## src/rtl/spdcrc_pkg.sv

```systemverilog
// shared types, constants and the byte-wide crc-16/xmodem update for the
// spd image checker; no dependencies
`default_nettype none

package spdcrc_pkg;

  localparam int COUNT_W = 11;
  localparam int CRC_W   = 16;
  localparam int CFG_W   = 11;

  localparam logic [COUNT_W-1:0] COUNT_SAT     = 11'd1025;
  localparam logic [CRC_W-1:0]   CRC_POLY      = 16'h1021;
  localparam logic [COUNT_W-1:0] MIN_SIZE_RST  = 11'd256;
  localparam logic [7:0]         DDR5_TYPE_RST = 8'd18;

  typedef enum logic [0:0] {
    REG_MIN_SIZE  = 1'b0,
    REG_DDR5_TYPE = 1'b1
  } reg_index_t;

  typedef enum logic [2:0] {
    ERR_NONE      = 3'd0,
    ERR_SIZE      = 3'd1,
    ERR_TYPE      = 3'd2,
    ERR_CRC_SHORT = 3'd3,
    ERR_CRC_MISS  = 3'd4
  } err_code_t;

  typedef struct packed {
    logic             image_ok;
    logic [2:0]       error_code;
    logic [CRC_W-1:0] computed_crc;
  } result_t;

  // msb-first crc over one byte, eight shift steps
  function automatic logic [CRC_W-1:0] crc_byte(input logic [CRC_W-1:0] crc,
                                                input logic [7:0] b);
    logic [CRC_W-1:0] c;
    c = crc ^ {b, 8'h00};
    for (int i = 0; i < 8; i++) begin
      if (c[CRC_W-1]) begin
        c = {c[CRC_W-2:0], 1'b0} ^ CRC_POLY;
      end else begin
        c = {c[CRC_W-2:0], 1'b0};
      end
    end
    return c;
  endfunction

endpackage

`default_nettype wire

```

## src/rtl/spdcrc_accum.sv

```systemverilog
// per-image state: byte count, running crc, latched header fields, and the
// verdict on the final byte; uses spdcrc_pkg
`default_nettype none

module spdcrc_accum #(
  parameter int TYPE_OFFSET = 2,
  parameter int CRC_OFFSET  = 510
) (
  input  wire                                  clk,
  input  wire                                  rst,
  input  wire                                  take,
  input  wire  [7:0]                           data_byte,
  input  wire                                  last,
  input  wire  [spdcrc_pkg::CFG_W-1:0]         min_size,
  input  wire  [7:0]                           ddr5_type_code,
  output spdcrc_pkg::result_t                  verdict
);
  import spdcrc_pkg::*;

  localparam logic [COUNT_W-1:0] TYPE_POS = COUNT_W'(TYPE_OFFSET);
  localparam logic [COUNT_W-1:0] CRC_POS  = COUNT_W'(CRC_OFFSET);
  localparam logic [COUNT_W-1:0] CRC_HI   = COUNT_W'(CRC_OFFSET + 1);
  localparam logic [COUNT_W-1:0] CRC_END  = COUNT_W'(CRC_OFFSET + 2);

  logic [COUNT_W-1:0] byte_count, byte_count_next;
  logic [CRC_W-1:0]   crc_accum, crc_accum_next;
  logic [2:0]         size_code, size_code_next;
  logic [7:0]         type_byte, type_byte_next;
  logic [CRC_W-1:0]   held_crc, held_crc_next;
  logic [COUNT_W-1:0] expect_len;
  err_code_t          code;

  always_comb begin
    byte_count_next = byte_count;
    crc_accum_next  = crc_accum;
    size_code_next  = size_code;
    type_byte_next  = type_byte;
    held_crc_next   = held_crc;
    if (byte_count < COUNT_SAT) begin
      if (byte_count == '0) begin
        size_code_next = data_byte[6:4];
      end
      if (byte_count == TYPE_POS) begin
        type_byte_next = data_byte;
      end
      if (byte_count < CRC_POS) begin
        crc_accum_next = crc_byte(crc_accum, data_byte);
      end
      if (byte_count == CRC_POS) begin
        held_crc_next = {held_crc[15:8], data_byte};
      end
      if (byte_count == CRC_HI) begin
        held_crc_next = {data_byte, held_crc[7:0]};
      end
      byte_count_next = byte_count + 1'b1;
    end
  end

  // image length that each size code calls for; zero marks an invalid code
  always_comb begin
    case (size_code_next)
      3'd1:    expect_len = 11'd256;
      3'd2:    expect_len = 11'd512;
      3'd3:    expect_len = 11'd1024;
      default: expect_len = '0;
    endcase
  end

  always_comb begin
    if (byte_count_next < min_size) begin
      code = ERR_SIZE;
    end else if (expect_len == '0 || byte_count_next != expect_len) begin
      code = ERR_SIZE;
    end else if (type_byte_next != ddr5_type_code) begin
      code = ERR_TYPE;
    end else if (byte_count_next < CRC_END) begin
      code = ERR_CRC_SHORT;
    end else if (crc_accum_next != held_crc_next) begin
      code = ERR_CRC_MISS;
    end else begin
      code = ERR_NONE;
    end
  end

  assign verdict.image_ok     = (code == ERR_NONE);
  assign verdict.error_code   = code;
  assign verdict.computed_crc = crc_accum_next;

  always_ff @(posedge clk) begin
    if (rst || (take && last)) begin
      byte_count <= '0;
      crc_accum  <= '0;
      size_code  <= '0;
      type_byte  <= '0;
      held_crc   <= '0;
    end else if (take) begin
      byte_count <= byte_count_next;
      crc_accum  <= crc_accum_next;
      size_code  <= size_code_next;
      type_byte  <= type_byte_next;
      held_crc   <= held_crc_next;
    end
  end

endmodule

`default_nettype wire

```

## src/rtl/spdcrc_skid.sv

```systemverilog
// result register with one skid entry so the byte side stalls only when
// both are full; uses spdcrc_pkg
`default_nettype none

module spdcrc_skid (
  input  wire                  clk,
  input  wire                  rst,
  input  wire                  push,
  input  spdcrc_pkg::result_t  push_data,
  output logic                 full,
  output logic                 out_valid,
  input  wire                  out_stall,
  output spdcrc_pkg::result_t  out_data
);
  import spdcrc_pkg::*;

  logic    skid_valid;
  result_t skid_data;
  logic    out_take;

  assign out_take = out_valid && !out_stall;
  assign full     = skid_valid;

  always_ff @(posedge clk) begin
    if (rst) begin
      out_valid  <= 1'b0;
      skid_valid <= 1'b0;
    end else if (skid_valid) begin
      if (out_take) begin
        skid_valid <= 1'b0;
      end
    end else if (push) begin
      if (!out_valid || out_take) begin
        out_valid <= 1'b1;
      end else begin
        skid_valid <= 1'b1;
      end
    end else if (out_take) begin
      out_valid <= 1'b0;
    end
  end

  // payload needs no reset
  always_ff @(posedge clk) begin
    if (skid_valid) begin
      if (out_take) begin
        out_data <= skid_data;
      end
    end else if (push) begin
      if (!out_valid || out_take) begin
        out_data <= push_data;
      end else begin
        skid_data <= push_data;
      end
    end
  end

endmodule

`default_nettype wire

```

## src/rtl/spd_image_crc_validator.sv

```systemverilog
// spd image checker: one byte per cycle while in_stall is low; the verdict on
// the byte marked last comes from the byte-wide crc update and checks
// between the image state registers and the result register.
// the result side has a register plus one skid entry; input stalls only when
// both hold undelivered verdicts. synchronous reset clears the image state and
// the result side, and sets min_size to 256 and ddr5_type_code to 18.
`default_nettype none

module spd_image_crc_validator #(
  parameter int TYPE_OFFSET = 2,
  parameter int CRC_OFFSET  = 510
) (
  input  wire         clk,
  input  wire         rst,
  input  wire         in_valid,
  output logic        in_stall,
  input  wire  [7:0]  data_byte,
  input  wire         last,
  output logic        out_valid,
  input  wire         out_stall,
  output logic        image_ok,
  output logic [2:0]  error_code,
  output logic [15:0] computed_crc,
  input  wire         cfg_we,
  input  wire  [0:0]  cfg_index,
  input  wire  [10:0] cfg_data
);
  import spdcrc_pkg::*;

  logic [CFG_W-1:0] min_size;
  logic [7:0]       ddr5_type_code;
  logic             take;
  logic             skid_full;
  result_t          verdict;
  result_t          result;

  always_ff @(posedge clk) begin
    if (rst) begin
      min_size       <= MIN_SIZE_RST;
      ddr5_type_code <= DDR5_TYPE_RST;
    end else if (cfg_we) begin
      case (reg_index_t'(cfg_index))
        REG_MIN_SIZE:  min_size       <= cfg_data;
        REG_DDR5_TYPE: ddr5_type_code <= cfg_data[7:0];
        default: ;
      endcase
    end
  end

  assign in_stall = skid_full;
  assign take     = in_valid && !in_stall;

  spdcrc_accum #(
    .TYPE_OFFSET(TYPE_OFFSET),
    .CRC_OFFSET (CRC_OFFSET)
  ) u_accum (
    .clk           (clk),
    .rst           (rst),
    .take          (take),
    .data_byte     (data_byte),
    .last          (last),
    .min_size      (min_size),
    .ddr5_type_code(ddr5_type_code),
    .verdict       (verdict)
  );

  spdcrc_skid u_skid (
    .clk      (clk),
    .rst      (rst),
    .push     (take && last),
    .push_data(verdict),
    .full     (skid_full),
    .out_valid(out_valid),
    .out_stall(out_stall),
    .out_data (result)
  );

  assign image_ok     = result.image_ok;
  assign error_code   = result.error_code;
  assign computed_crc = result.computed_crc;

endmodule

`default_nettype wire

```

## config.mk

```make
export PLATFORM = sky130hd
export DESIGN_NAME = spd_image_crc_validator
export DESIGN_NICKNAME = d
export VERILOG_FILES = /design/src/rtl/spdcrc_pkg.sv /design/src/rtl/spdcrc_accum.sv /design/src/rtl/spdcrc_skid.sv /design/src/rtl/spd_image_crc_validator.sv
export SDC_FILE = /design/constraint.sdc
export NUM_CORES = 1
export LEC_CHECK = 0
export BUFFER_PORTS_ARGS = -buffer_cell sky130_fd_sc_hd__buf_2
export CORE_MARGIN = 3
export CORE_UTILIZATION = 35
export CTS_BUF_LIST = sky130_fd_sc_hd__clkbuf_8
export DETAILED_ROUTE_END_ITERATION = 12
export PLACE_DENSITY = 0.57
export SYNTH_ARGS = -nofsm -noshare
export SYNTH_HDL_FRONTEND = slang
export SYNTH_HIERARCHICAL = 1
export SYNTH_SLANG_ARGS = --single-unit
```

## constraint.sdc

```tcl
create_clock -name clk -period 3.6 [get_ports clk]
set_clock_uncertainty 0.1 [all_clocks]
set_input_delay 0.54 -clock clk [delete_from_list [all_inputs] [get_ports clk]]
set_output_delay 0.54 -clock clk [all_outputs]
set_load 0.01 [all_outputs]
```

### Word-level counts from Yosys, hierarchy flattened

Cells that the tools add are included.
Widths: inputs -> output; s select.

* register bits: 115
* input port bits: 26
* output and inout bits: 22

* add/sub/neg operators: 1
* $lt $le $gt $ge: 4
* equal/unequal tests: 11
* muxes and demuxes: 49
* bitwise logic cells: 12
* reductions and logical operators: 20

Operators with widths (number)
* $mux 16: 18
* $mux 13: 8
* $mux 20: 4
* $pmux 11 s3: 1
* $mux 8: 3
* $not 3->3: 8
* $eq 11x9->1 const B: 2
* $logic_not 11->1: 2
* $mux 3: 7
* $ne 16x16->1: 1
* $xor 16x16->16: 1
* $add 11x1->11 const B: 1
* $eq 11x2->1 const B: 1
* $lt 11x10->1 const B: 1
* $lt 11x11->1: 1
* $lt 11x11->1 const B: 1
* $lt 11x9->1 const B: 1
* $mux 11: 1
* $ne 11x11->1: 1
* $reduce_and 3->1: 3
* $ne 8x8->1: 1
* $mux 1: 7
* $eq 3x2->1 const B: 2
* $reduce_bool 2->1: 3
* 8 further kinds: 18

### Depth between registers and ports, before layout

Gate-level depths: netlist of run 1.

* depth in word-level cells: 43
* depth in mapped cells: 15
* depth with buffers taken out: 15

### Modules after synthesis

Netlist of run 1, hierarchy kept.

Modules (own cells, without submodules)
* spdcrc_accum: times used 1, cells an instance 493, area an instance 4078.9 µm², seq. area each 1081.0 µm²
* spdcrc_skid: times used 1, cells an instance 75, area an instance 1627.8 µm², seq. area each 1241.2 µm²
* spd_image_crc_validator: times used 1, cells an instance 80, area an instance 840.8 µm², seq. area each 380.4 µm²

### Least setup slack after synthesis of run 1

OpenSTA, ideal clock, no wires.

* path kind: reg-to-reg
* start: reg u_accum.byte_count[1]
* end: reg u_skid/out_data[18] (netlist bit), data pin
* library setup time: 0.129 ns
* data arrival time: 3.633 ns
* required time: 3.371 ns
* setup slack: -0.262 ns
* cell stages (with the launch flop): 16
* path buffers: 0
* cells stage by stage: dfxtp_1 -> ha_1 -> nand3_1 -> nor2_1 -> and4_1 -> xnor2_1 -> inv_1 -> ha_1 -> nand4_1 -> a2111oi_0 -> a21bo_2 -> o211ai_1 -> o2111ai_1 -> or4b_1 -> a31oi_1 -> mux2_4

RTL lines
* start, declared: RTL line spdcrc_accum.sv:25 `logic [COUNT_W-1:0] byte_count, byte_count_next;`
* start signal, assigned: RTL line spdcrc_accum.sv:97 `byte_count <= byte_count_next;`
* end signal, assigned: RTL line spdcrc_skid.sv:47 `out_data <= skid_data;`
* end signal, assigned: RTL line spdcrc_skid.sv:51 `out_data <= push_data;`
* end, declared: RTL line spdcrc_skid.sv:13 `output spdcrc_pkg::result_t out_data`

==> flow_summary.yaml, run 1 <==
run_status:
  status: "finished, violations left"
  violated_checks: "setup timing"
placement:
  hpwlAfterDp_um: 12000
  port_buffers: 47
  post_placement_cell_count: 937
  placed_area_mm2: 0.00734
  gp_routability_congestion: 0.924
  pre_cts_slack_ps: -35.2
timing:
  fin_crit_sh: 1.01
  setup_repair_after_global_routing_missed_its_margin: "true"
  fin_ws_ps: -51.0
  worst_pin_slew_ps: 787
  slew-limit-headroom: 0.476
  setup_viol: 2
  timing_max_transition_violations_final: 0
  whs_ps: 281
  fmax_mhz: 274
  min_period_ps: 3650
  final_hold_fails: 0
power:
  power_density_mw_per_mm2: 444
  post-layout-total-power_w: 0.00349
  total_leakage_power_nw: 3.19
  max-vdd-ir-drop_mv: 0.240
synthesis:
  synth.largest_area_cell: "dfxtp_1"
  syn_area_mm2: 0.00655
  synth_top_cell_area_share: 0.229
  synth_top_cells_by_area: "dfxtp_1, edfxtp_1, mux2i_1, xnor2_1, mux2_4"
  number_of_enable_type_register_cells_in_the_synthesized_netlist: 40
  syn_inst: 648
  yosys_warns: 6
  async_flop_share: 0
  ys_dominant_reg_cell: "dfxtp_1"
  synthesis.nets: 687
  syn_avg_cell_area_um2: 10.1
  count_of_cell_types_in_the_netlist: 67
  synth.yosys.seq_area_share: 0.413
  synth.ff_latch_count: 115
setup_path:
  worst-path-max-fanout: 4
  timing.critical_path.to_type: "flop"
  critPathLaunchType: "flop"
  criticalPathCategory: "flop to flop"
  worst-endpoint-arrival_ps: 3860
  worst-endpoint-required_ps: 3810
die:
  die_w_um: 143
  rows: 49
  die-height_um: 143
  fp.coreArea_mm2: 0.0181
  design.portCount: 48
  initial_core_util: 0.361
  design.die.area_mm2: 0.0204
global_route:
  grt_first_pass_wirelength_um: 26100
  grt_max_degree: 38
  antenna_violations_before_repair: 0
  gr-usage-all-layers: 0.162
  grt.overflow.total: 0
  vias_in_the_first_global_route: 4970
clock_network:
  clkTransAtPathRegs_ps: 80
  cts-buffers-inserted: 17
  clockRootBuffer: "clkbuf_8"
  worst_skew_pair.late_latency_ps: 440
  post_cts_hold_buffer_count: 0
  ctsHtreeMaxLevel: 4
  tritoncts_num_sinks: 115
  maximum_root_to_sink_buffer_count: 2
  cts_tree: "done"
layout:
  ratio_of_cells_with_drive_above_1_in_the_final_layout: 0.275
  sequential_cell_area_mm2: 0.00271
  finalInstanceArea_mm2: 0.00787
  area_growth_syn_to_layout_pct: 20.2
  non_filler_instance_count_after_layout: 975
  multi_input_gate_area_mm2: 0.00360
  antennaDiodeCount: 0
  num-nets-final: 772
  layout.filler_cells: 1748
min_path:
  holdCritPathClass: "input port to flop"
drt:
  detailedRoute.firstPassIterationCount: 4
  route.final.wire_length_um: 16000
  drc_errors: 0
  dr.first_iter.drc_count: 316
  antenna_violating_nets_post_route: 0
  wl_per_cell_um: 16.5
  via_count: 4921
  viasPerCell: 5.05
flow_run:
  drv_cap: 0
-- registers in the layout, summed over array words and instances, names as in the netlist --
name	count
u_skid/out_data	20
u_skid/skid_data	20
u_accum/crc_accum	16
u_accum/held_crc	16
min_size	11
u_accum/byte_count	11
ddr5_type_code	8
u_accum/type_byte	8
u_accum/size_code	3
u_skid/full	1
u_skid/out_valid	1
-- worst paths after layout --
| path | startpoint | to | slack, ps | cells after the start |
|---|---|---|---|---|
| setup / recovery | u_accum/byte_count[2]$_SDFFE_PP0P_ | u_skid/out_data[18]$_DFFE_PP_ | -50 | 14 |
| hold / removal | cfg_data[8] | min_size[8]$_SDFFE_PP1P_ | 280 | 3 |
| setup reg to reg | u_accum/byte_count[2]$_SDFFE_PP0P_ | u_skid/out_data[18]$_DFFE_PP_ | -50 | 14 |
| hold reg to reg | u_accum/held_crc[13]$_SDFFE_PP0P_ | u_accum/held_crc[13]$_SDFFE_PP0P_ | 350 | 2 |
-- cell families (layout without fill, tap and decap cells) --
logic type / count (synthesis) / in the layout / share of synthesized area
AND/OR/NAND/NOR: 203 / 203 / 0.166
buffers and inverters: 78 / 176 / 0.0568
flip-flops: 115 / 115 / 0.413
adder cells (fa/ha/maj): 13 / 13 / 0.0248
AO/OA/AOI/OAI: 85 / 85 / 0.0864
multiplexers: 87 / 87 / 0.148
XOR/XNOR: 67 / 67 / 0.105
-- stage by stage --
step | util | setup TNS [ps]
after floorplan | - | 0
after global placement | 0.404 | 0
after detailed placement | 0.404 | -35.2
after CTS | 0.428 | 0
after global routing | 0.434 | -632
final | 0.434 | -62.4
-- synthesized netlist by cell type, types with 5 or more instances --
master	number
dfxtp_1	75
mux2i_1	60
nor2_1	54
edfxtp_1	40
nand2_1	39
xnor2_1	37
clkbuf_1	34
inv_1	30
nand2b_1	29
a21oi_1	28
xor2_1	23
nand3_1	20
mux2_4	18
ha_1	13
a211oi_1	11
mux2_2	9
nand4_1	9
nor3_1	7
o21ai_1	7
a21o_1	6
and2_1	6
buf_6	6
nor4_1	6
and3_1	5
buf_2	5
o21ai_0	5
-- critical path: stages (launching register included) --
cell	delay, ps
dfxtp_4	370
nor4_4	300
a31o_2	240
and4_4	240
xnor2_2	120
inv_1	90
ha_4	270
nand4_1	130
a2111oi_2	260
a21bo_2	260
o211ai_1	90
o2111ai_2	150
or4b_1	520
a31oi_1	220
mux2_4	180
-- area by class of cell --
cell class / instances / area share
multi-input combinational: 455 / 0.457
sequential: 115 / 0.345
timing repair buffer: 114 / 0.0975
tap: 229 / 0.0364
clock buffer: 17 / 0.0297
clock inverter: 15 / 0.0199
inverter: 30 / 0.0143
-- placed cells by master (no fill, tap or decap), types with 4 or more instances in the layout --
master     instances
inv_1             31
dfxtp_2            5
and3_1             5
xor3_1             4
inv_6              5
dfxtp_1           69
buf_4             64
ha_1              11
o21ai_0            5
and2_1             6
nand2_1           39
nand4_1            9
a21oi_1           28
nor2_1            52
a211oi_1          11
nand2b_1          29
mux2_2             9
a31oi_1            4
nor4_1             5
nor3_1             5
nand4bb_1          4
xnor2_1           36
a21o_1             6
mux2_4            18
o21ai_1            5
mux2i_1           60
buf_2             47
xor2_1            23
nand3_1           20
clkbuf_8          17
edfxtp_1          40
-- layer usage --
metal  GRT usage  routed length (um)
met1       0.223                7800
met5           0                   0
met4      0.0530                 287
met3      0.0412                 742
met2       0.248                7210
-- power breakdown --
group	internal, W	switching (W)	total, W
combinational	0.000410	0.000400	0.000810
clock	0.000620	0.000574	0.00119
sequential	0.00144	0.0000414	0.00149
total	0.00248	0.00101	0.00349
-- what timing repair did --
action | CTS | global route
buffers inserted | 3 | 3
endpoints found under the hold margin | 0 | 0
resized for setup | 3 | 19
endpoints found under the setup margin | 1 | 6
pin swaps | 1 | 7
No activity file was read; power rests on OpenSTA's default activity.
==> run 2: changes to the inputs <==
- CORE_UTILIZATION: 35 -> 57
- PLACE_DENSITY: 0.57 -> 0.83
==> flow_summary.yaml, run 2 (same netlist as run 1, synthesis figures left out) <==
clock_network:
  clkTransAtPathRegs_ps: 60
  worst_skew_pair.late_latency_ps: 440
  post_cts_hold_buffer_count: 0
  tritoncts_num_sinks: 115
  ctsHtreeMaxLevel: 4
  cts_tree: "done"
  maximum_root_to_sink_buffer_count: 2
  clockRootBuffer: "clkbuf_8"
  cts-buffers-inserted: 17
layout:
  layout.cells.most_common: "dfxtp_1"
  num-nets-final: 769
  ratio_of_cells_with_drive_above_1_in_the_final_layout: 0.277
  layout.filler_cells: 813
  sequential_cell_area_mm2: 0.00271
  multi_input_gate_area_mm2: 0.00360
  antennaDiodeCount: 0
  final_core_utilization: 0.705
  biggestRegsByFlops: "u_skid/out_data: 20 flops, u_skid/skid_data: 20 flops"
  commonest_non_fill_non_tap_cells_in_the_layout: "dfxtp_1, buf_4, mux2i_1"
  area_growth_syn_to_layout_pct: 18.8
setup_path:
  worst-endpoint-arrival_ps: 3860
  worst-path-max-fanout: 5
  critPathLaunchType: "flop"
  criticalPathCategory: "flop to flop"
  timing.critical_path.to_type: "flop"
  worst-endpoint-required_ps: 3810
drt:
  via_count: 5087
  dr.first_iter.drc_count: 424
  route.final.wire_length_um: 15700
  detailedRoute.firstPassIterationCount: 5
  viasPerCell: 5.76
  drc_errors: 0
  wl_per_cell_um: 17.8
  antenna_violating_nets_post_route: 0
global_route:
  grt_max_degree: 55
  grt_first_pass_wirelength_um: 25100
  grt.overflow.total: 0
  vias_in_the_first_global_route: 5095
  antenna_violations_before_repair: 0
  gr-usage-all-layers: 0.250
timing:
  whs_ps: 264
  min_period_ps: 3650
  timing_max_transition_violations_final: 0
  fmax_mhz: 274
  setup_repair_after_global_routing_missed_its_margin: "true"
  slew-limit-headroom: 0.296
  fin_crit_sh: 1.01
  fin_ws_ps: -52.4
  final_hold_fails: 0
  setup_viol: 1
  worst_pin_slew_ps: 1050
die:
  rows: 38
  die_w_um: 113
  initial_core_util: 0.594
  fp.coreArea_mm2: 0.0110
  die-height_um: 113
  design.die.area_mm2: 0.0128
  design.portCount: 48
run_status:
  violated_checks: "setup timing"
  status: "finished, violations left"
power:
  power_density_mw_per_mm2: 470
  max-vdd-ir-drop_mv: 0.377
  total_leakage_power_nw: 3.20
placement:
  port_buffers: 47
  hpwlAfterDp_um: 11300
  gp_routability_congestion: 0.927
min_path:
  holdCritPathClass: "input port to flop"
flow_run:
  drv_cap: 0
[run 2: cell count changes in the layout (fill, tap and decap cells not counted), sizes merged]
| cell | change |
|---|---|
| buf | -3 |
| bufinv | +3 |
| clkinv | -3 |
| clkinvlp | +1 |
| inv | -1 |
[run 2: final timing paths]
kind,start,end,slack [ps],cells past startpoint
worst max register to register,u_accum/byte_count[2]$_SDFFE_PP0P_,u_skid/out_data[18]$_DFFE_PP_,-50,12
worst min-delay path,cfg_data[8],min_size[8]$_SDFFE_PP1P_,260,3
worst min register to register,u_accum/held_crc[11]$_SDFFE_PP0P_,u_accum/held_crc[11]$_SDFFE_PP0P_,360,2
worst max-delay path,u_accum/byte_count[2]$_SDFFE_PP0P_,u_skid/out_data[18]$_DFFE_PP_,-50,12
[run 2: metrics by stage]
step / cell area, um2 / setup WS (ps) / total power, W / cells / TNS [ps]
floorplan: 6580 / 39.2 / 0.00207 / 648 / 0
global route: 7780 / -209 / 0.00380 / 883 / -685
detailed placement: 7180 / -111 / 0.00229 / 843 / -134
finish: 7780 / -52.4 / 0.00365 / 883 / -52.4
CTS: 7650 / -30.4 / 0.00366 / 876 / -30.4
global placement: 7180 / 34.3 / 0.00226 / 843 / 0
[run 2: per-layer routing]
metal,wire (um),track usage
met5,0,0
met4,524,0.117
met3,797,0.0545
met2,7390,0.398
met1,7020,0.324
[run 2: critical path, cell delays in order, from the launching register on]
cell	delay, ps
dfxtp_4	370
or4_4	570
o41ai_2	320
a22o_1	200
ha_1	120
nand2_1	60
a2111oi_2	310
a21bo_2	260
o211ai_1	90
o2111ai_2	180
or4b_1	570
a31oi_2	200
mux2_4	170
[run 2: power by group]
| part | internal, W | switching [W] |
|---|---|---|
| Combinational | 0.000396 | 0.000406 |
| Sequential | 0.00145 | 0.0000428 |
| Clock | 0.000819 | 0.000545 |
| Total | 0.00266 | 0.000994 |
[run 2: area by class of cell]
type / instances / area share
Clock buffer: 17 / 0.0301
Clock inverter: 15 / 0.0277
Inverter: 30 / 0.0145
Multi-Input combinational cell: 455 / 0.463
Sequential cell: 115 / 0.349
Tap cell: 140 / 0.0225
Timing Repair Buffer: 111 / 0.0936
[run 2: timing repair]
item | in CTS | in global routing
setup endpoints to repair | 3 | 5
pin swaps | 2 | 5
gates resized for setup | 5 | 19
buffers inserted | 1 | 7
gates cloned | 0 | 0
